===== config.mk =====
export PLATFORM = sky130hd
export DESIGN_NAME = led_pattern_sequencer
export DESIGN_NICKNAME = d
export VERILOG_FILES = /design/src/design/lps_pkg.sv /design/src/design/lps_core.sv /design/src/design/led_pattern_sequencer.sv
export SDC_FILE = /design/constraint.sdc
export NUM_CORES = 1
export LEC_CHECK = 0
export BUFFER_PORTS_ARGS = -buffer_cell sky130_fd_sc_hd__buf_2
export CAP_MARGIN = 10
export CORE_MARGIN = 10
export CORE_UTILIZATION = 60
export DETAILED_ROUTE_END_ITERATION = 8
export GPL_TIMING_DRIVEN = 1
export PLACE_DENSITY = 0.91
export SYNTH_ARGS = -nofsm -noshare
export SYNTH_HDL_FRONTEND = slang
export SYNTH_SLANG_ARGS = --single-unit

===== constraint.sdc =====
create_clock -name clock -period 4.8 [get_ports clock]
set_clock_uncertainty 0.1 [all_clocks]
set_input_delay 0.96 -clock clock [delete_from_list [all_inputs] [get_ports clock]]
set_output_delay 0.96 -clock clock [all_outputs]
set_load 0.02 [all_outputs]

===== src/design/lps_pkg.sv =====
`timescale 1ns / 1ps

package lps_pkg;

   typedef logic [7:0] led_type;
   typedef logic [7:0] cmd_type;
   typedef logic [5:0] count_type;

   // pattern select codes (high nibble of the command, low nibble cleared)
   localparam cmd_type SEL_CHECKER = 8'h20;
   localparam cmd_type SEL_BOUNCE  = 8'h30;
   localparam cmd_type SEL_BLINK   = 8'h40;

   // speed codes (low nibble of the command); any other code keeps the limit
   localparam logic [3:0] SPD_LIMIT0  = 4'd1;
   localparam logic [3:0] SPD_LIMIT2  = 4'd2;
   localparam logic [3:0] SPD_LIMIT5  = 4'd3;
   localparam logic [3:0] SPD_LIMIT10 = 4'd4;
   localparam logic [3:0] SPD_LIMIT20 = 4'd5;
   localparam logic [3:0] SPD_LIMIT40 = 4'd6;

   localparam logic [1:0] PAT_SWAP    = 2'd0;
   localparam logic [1:0] PAT_CHECKER = 2'd1;
   localparam logic [1:0] PAT_BOUNCE  = 2'd2;
   localparam logic [1:0] PAT_BLINK   = 2'd3;

   localparam led_type SWAP_HI    = 8'hF0;
   localparam led_type SWAP_LO    = 8'h0F;
   localparam led_type CHECK_A    = 8'hAA;
   localparam led_type CHECK_B    = 8'h55;
   localparam led_type BLINK_ON   = 8'hFF;
   localparam led_type BLINK_OFF  = 8'h00;
   localparam led_type BOUNCE_TOP = 8'h80;
   localparam led_type BOUNCE_BOT = 8'h01;

   localparam count_type LIMIT_MAX = 6'd40;

   // per-tick control handed from the pipeline to the pattern core
   typedef struct packed {
      logic    step;
      cmd_type command;
   } tick_type;

   // returns {known, limit}; unknown speed codes keep the old limit
   function automatic logic [6:0] decode_speed(input logic [3:0] code);
      logic [6:0] res;
      res = 7'd0;
      case (code)
         SPD_LIMIT0:  res = {1'b1, 6'd0};
         SPD_LIMIT2:  res = {1'b1, 6'd2};
         SPD_LIMIT5:  res = {1'b1, 6'd5};
         SPD_LIMIT10: res = {1'b1, 6'd10};
         SPD_LIMIT20: res = {1'b1, 6'd20};
         SPD_LIMIT40: res = {1'b1, LIMIT_MAX};
         default:     res = 7'd0;
      endcase
      return res;
   endfunction

   function automatic logic [1:0] decode_pattern(input cmd_type cmd);
      logic [1:0] pat;
      pat = PAT_SWAP;
      case (cmd & 8'hF0)
         SEL_CHECKER: pat = PAT_CHECKER;
         SEL_BOUNCE:  pat = PAT_BOUNCE;
         SEL_BLINK:   pat = PAT_BLINK;
         default:     pat = PAT_SWAP;
      endcase
      return pat;
   endfunction

endpackage


===== src/design/lps_core.sv =====
`timescale 1ns / 1ps

module lps_core
   import lps_pkg::*;
(
   input  logic     clock,
   input  logic     reset,
   input  tick_type tick,
   output led_type  led_next
);

   count_type  period_limit_ff, period_limit_in;
   count_type  tick_count_ff,   tick_count_in;
   led_type    swap_ff,   swap_in;
   led_type    checker_ff, checker_in;
   led_type    bounce_ff, bounce_in;
   logic       downward_ff, downward_in;
   led_type    blink_ff,  blink_in;

   logic [6:0] speed;
   logic [1:0] pattern;
   logic       wrap;
   logic       dir;

   always_comb begin
      speed   = decode_speed(tick.command[3:0]);
      pattern = decode_pattern(tick.command);

      period_limit_in = speed[6] ? speed[5:0] : period_limit_ff;
      wrap            = (tick_count_ff >= period_limit_in);
      tick_count_in   = wrap ? 6'd0 : tick_count_ff + 6'd1;

      swap_in     = swap_ff;
      checker_in  = checker_ff;
      bounce_in   = bounce_ff;
      downward_in = downward_ff;
      blink_in    = blink_ff;

      // bounce direction flips at either end before the shift
      if (bounce_ff >= BOUNCE_TOP) begin
         dir = 1'b1;
      end else if (bounce_ff <= BOUNCE_BOT) begin
         dir = 1'b0;
      end else begin
         dir = downward_ff;
      end

      if (wrap) begin
         case (pattern)
            PAT_SWAP:    swap_in    = (swap_ff == SWAP_HI) ? SWAP_LO : SWAP_HI;
            PAT_CHECKER: checker_in = (checker_ff == CHECK_A) ? CHECK_B : CHECK_A;
            PAT_BOUNCE: begin
               downward_in = dir;
               bounce_in   = dir ? (bounce_ff >> 1) : (bounce_ff << 1);
            end
            default:     blink_in   = (blink_ff == BLINK_ON) ? BLINK_OFF : BLINK_ON;
         endcase
      end

      case (pattern)
         PAT_SWAP:    led_next = swap_in;
         PAT_CHECKER: led_next = checker_in;
         PAT_BOUNCE:  led_next = bounce_in;
         default:     led_next = blink_in;
      endcase
   end

   always_ff @(posedge clock) begin
      if (reset) begin
         period_limit_ff <= '0;
         tick_count_ff   <= '0;
         swap_ff         <= 8'h00;
         checker_ff      <= 8'h00;
         bounce_ff       <= BOUNCE_BOT;
         downward_ff     <= 1'b0;
         blink_ff        <= BLINK_ON;
      end else if (tick.step) begin
         period_limit_ff <= period_limit_in;
         tick_count_ff   <= tick_count_in;
         swap_ff         <= swap_in;
         checker_ff      <= checker_in;
         bounce_ff       <= bounce_in;
         downward_ff     <= downward_in;
         blink_ff        <= blink_in;
      end
   end

   a_count_range: assert property (@(posedge clock) disable iff (reset)
      tick_count_ff <= LIMIT_MAX)
      else $error("tick counter beyond largest period");

   a_bounce_onehot: assert property (@(posedge clock) disable iff (reset)
      $onehot(bounce_ff))
      else $error("bounce pattern lost its single bit");

   a_swap_values: assert property (@(posedge clock) disable iff (reset)
      swap_ff == 8'h00 || swap_ff == SWAP_HI || swap_ff == SWAP_LO)
      else $error("nibble swap pattern corrupted");

   a_hold_idle: assert property (@(posedge clock) disable iff (reset)
      !tick.step |=> $stable(tick_count_ff) && $stable(bounce_ff))
      else $error("state moved without a tick");

endmodule


===== src/design/led_pattern_sequencer.sv =====
`timescale 1ns / 1ps
// channel   dir  payload                      handshake
// req_*     in   tdata[7:0] = command_byte    tvalid / tready
// rsp_*     out  tdata[7:0] = led_byte        tvalid / tready
//
// Two register stages: the command is captured in an input register, then the
// pattern core updates its state on the edge that loads the result register.
// Sustained rate is one tick per clock unless the result side stalls.
// The input stage keeps accepting while a result waits downstream, so one
// more tick can be buffered during an output stall before req_tready drops.
// Synchronous active-high reset empties both stages and restores the pattern
// state (limit 0, counter 0, bounce at 0x01 moving up, blink at 0xFF).
module led_pattern_sequencer
   import lps_pkg::*;
(
   input  logic       clock,
   input  logic       reset,
   input  logic       req_tvalid,
   output logic       req_tready,
   input  logic [7:0] req_tdata,   // [7:0] command_byte
   output logic       rsp_tvalid,
   input  logic       rsp_tready,
   output logic [7:0] rsp_tdata    // [7:0] led_byte
);

   logic     in_valid_ff, in_valid_in;
   cmd_type  cmd_ff;
   logic     rsp_valid_ff, rsp_valid_in;
   led_type  rsp_data_ff;
   led_type  led_next;
   logic     move;
   tick_type tick;

   // a transaction moves from the input stage into the result register
   assign move       = in_valid_ff && (!rsp_valid_ff || rsp_tready);
   assign req_tready = !in_valid_ff || move;

   assign tick.step    = move;
   assign tick.command = cmd_ff;

   always_comb begin
      in_valid_in = in_valid_ff;
      if (req_tvalid && req_tready) begin
         in_valid_in = 1'b1;
      end else if (move) begin
         in_valid_in = 1'b0;
      end

      rsp_valid_in = rsp_valid_ff;
      if (move) begin
         rsp_valid_in = 1'b1;
      end else if (rsp_tready) begin
         rsp_valid_in = 1'b0;
      end
   end

   always_ff @(posedge clock) begin
      if (reset) begin
         in_valid_ff  <= 1'b0;
         rsp_valid_ff <= 1'b0;
      end else begin
         in_valid_ff  <= in_valid_in;
         rsp_valid_ff <= rsp_valid_in;
      end
   end

   always_ff @(posedge clock) begin
      if (req_tvalid && req_tready) begin
         cmd_ff <= req_tdata;
      end
      if (move) begin
         rsp_data_ff <= led_next;
      end
   end

   lps_core u_core (
      .clock    (clock),
      .reset    (reset),
      .tick     (tick),
      .led_next (led_next)
   );

   assign rsp_tvalid = rsp_valid_ff;
   assign rsp_tdata  = rsp_data_ff;

   a_move_loads: assert property (@(posedge clock) disable iff (reset)
      move |=> rsp_valid_ff)
      else $error("result register not loaded after a step");

   a_no_step_empty: assert property (@(posedge clock) disable iff (reset)
      !in_valid_ff |-> !tick.step)
      else $error("pattern core stepped without a command");

   a_stall_blocks: assert property (@(posedge clock) disable iff (reset)
      in_valid_ff && rsp_valid_ff && !rsp_tready |=> $stable(cmd_ff))
      else $error("buffered command overwritten during a stall");

endmodule


==> impl_results.md <==
* Top FF cell, synth: dfxtp_1
* Number of global-route vias before repair at 2488
* Diode count at 0
* Initial DRC count at 238
* Final Setup Violations at 0
* Layout cells sized above 1 at 17.0%
* CP arrival at 3.23 ns
* Syn-to-layout area delta at 9.04%
* Post_cts resized at 0
* Initial antenna violation count at 0
* Clock root buffer master: clkbuf_8
* Worst Tran Pin Value at 0.794 ns
* Routed vias/inst at 6.04
* Status: finished clean
* Mapped Nets at 363
* Worst Path Class, Setup: flip-flop to flip-flop
* CTS buffer count at 9
* Max-slew headroom at 46.8%
* Post-synth EDFFs at 16
* Power per cell area at 337 nW/um2
* Pin count of the biggest net entering global routing at 42
* Most frequent cells in the layout: 47 x dfxtp_1, 41 x a21oi_1, 37 x nand2_1
* Crit end category: flip-flop
* Max_cap viols at 0
* Total Routing Usage GR at 16.0%
* Ys Warns at 0
* First-pass GRT wire length at 11200 um
* Top post-synthesis cells by area: dfxtp_1 30%, edfxtp_1 15%, a21oi_1 6.5%, nand2_1 4.4%, nor2_1 3.2%
* Die area at 8590 um2
* GPL Wtd Cong at 0.870
* P_leak at 0.00131 uW
* Clock sinks at 63
* Number of I/O pins at 22
* Initial Util at 62.1%
* Post-route DRC at 0
* Worst path required time at 4.79 ns
* Hold Fails Final Rpt at 0
* Avg Synthesized Cell Area at 9.22 um2
* Post-Layout Cell Count at 428
* Slew Limit Fails at 0
* Placed cells at 412
* CTS clk-pin slew, worst paths at 0.07 ns
* Core Rows at 26
* Synth area leader: dfxtp_1
* H-Tree Depth at 3
* Maximum clock rate at 308 MHz
* RSZ-0062 raised after global routing: false
* Worst hold path type: flip-flop to flip-flop
* CTS tree: done
* Hold bufs inserted after CTS at 0
* CP Launch Type: flip-flop
* Clock buffer depth at 2
* Dpl hpwl at 4600 um
* Fin crit period at 3.25 ns
* Synthesized area at 3170 um2
* Gate Count Post-Synth at 344
* Core area at 5110 um2
* Drt first pass iters at 5
* Vias at 2587
* Most common cell after layout, fill and taps aside: dfxtp_1
* TNS Setup at 0 ns
* Tcrit/Tclk final at 67.7%
* Max VDD drop at 0.204 mV
* Async SR Flop Fraction at 0%
* Post CTS Setup Buffer Count at 0
* Die height at 92.7 um
* CP Max Fanout at 41
* Share of the synthesized area in the top cell type at 29.7%
* Seq/Total Area, Yosys at 44.8%
* Final WL at 6630 um
* Yosys reg bits at 63
* Port buffer count at 21
* Die Width at 92.7 um
* Final antenna-violating net count at 0
* Library cells used by synthesis at 61
* Nets at 372
* # fillers at 413
* Clk_lat worst skew at 0.34 ns
* GRT Residual Overflow at 0
* DR WL/cell at 15.5 um
flip-flops by register name, summed over array words and instances, names as in the netlist, 6 cells and up:
signal                  count
cmd_ff                      8
u_core.swap_ff              8
u_core.checker_ff           8
u_core.period_limit_ff      6
u_core.bounce_ff            8
u_core.blink_ff             8
rsp_tdata                   8
u_core.tick_count_ff        6
Yosys cell counts, drive strengths merged (2+ instances only):
cell     instances
nand4            6
a21oi           42
xor2             3
nand3            4
o21bai           9
inv              2
mux2i            8
dfxtp           47
ha               7
o211ai           6
or4              2
nor3b            3
o31a             2
edfxtp          16
o221ai           3
o31ai            2
and2             5
o21ai           20
mux2             5
or2              5
nor2            30
nor2b            2
a31oi            4
nand4bb          2
a211oi          10
nand2           38
clkbuf          12
and3             4
buf             14
o21a             8
nand2b           5
a32oi            2
a21o             3
layer usage:
metal	vias to the layer above	track usage, %	routed length (um)
li1	1277	-	-
met4	0	7.97	185
met1	1208	19.3	2970
met3	18	5.57	396
met2	84	24.7	3080
met5	-	0	0
report_power, final:
group	switching (uW)	leakage (uW)	internal [uW]
registers	16.7	0.000536	566
logic	83.9	0.000670	50.8
clock network	193	0.000101	253
total	294	0.00131	869
metrics by stage:
step	hold WS [ns]	setup WS [ns]	cell area, um2	util, %	power [uW]
3_5_place_dp	0.363	1.55	3270	63.9	727
6_report	0.371	1.55	3460	67.7	1160
2_1_floorplan	0.340	1.85	3170	-	698
5_1_grt	0.389	1.21	3460	67.7	1210
4_1_cts	0.372	1.54	3460	67.7	1170
3_3_place_gp	0.355	1.72	3270	63.9	721
critical path, cell delays in order (launching register included):
cell and delay (ns):
edfxtp_1 0.56, nor3_1 0.08, or2_2 0.31, nand2_1 0.07
o21ai_0 0.10, ha_1 0.28, nand2b_1 0.09, a21oi_1 0.08
o221ai_2 0.19, buf_4 0.36, mux2_2 0.38, a221oi_1 0.26
mux2i_1 0.12
cell families (layout without fill, tap and decap cells):
| family | after synthesis | after routing | share of synthesized area [%] |
|---|---|---|---|
| buffers and inverters | 28 | 42 | 4.10 |
| xor gates and xnor gates | 4 | 4 | 1.11 |
| and+or+nand+nor | 112 | 112 | 18.5 |
| AOI/OAI and AO/OA | 116 | 116 | 23.6 |
| muxes | 14 | 14 | 5.01 |
| DFF | 63 | 63 | 44.8 |
| adders and majority gates | 7 | 7 | 2.76 |
path summary, 6_finish.rpt:
kind	start	end	slack, ns	depth (start not counted)
worst min-delay path	u_core.checker_ff[2]	u_core.checker_ff[2]	0.37	2
worst max register to register	cmd_ff[0]	rsp_tdata[2]	1.55	12
worst min register to register	u_core.checker_ff[2]	u_core.checker_ff[2]	0.37	2
worst max-delay path	cmd_ff[0]	rsp_tdata[2]	1.55	12
area by class of cell:
| class | instances | area (um2) | share of cell area [%] |
|---|---|---|---|
| flip-flops and latches | 63 | 1420 | 41.1 |
| clock inverters | 4 | 46.3 | 1.34 |
| well taps | 70 | 87.6 | 2.53 |
| multi-input cells | 253 | 1620 | 46.9 |
| repair buffers | 24 | 128 | 3.69 |
| inverters | 2 | 7.51 | 0.217 |
| clock buffers | 12 | 145 | 4.20 |
No activity file was read; power rests on OpenSTA's default activity.
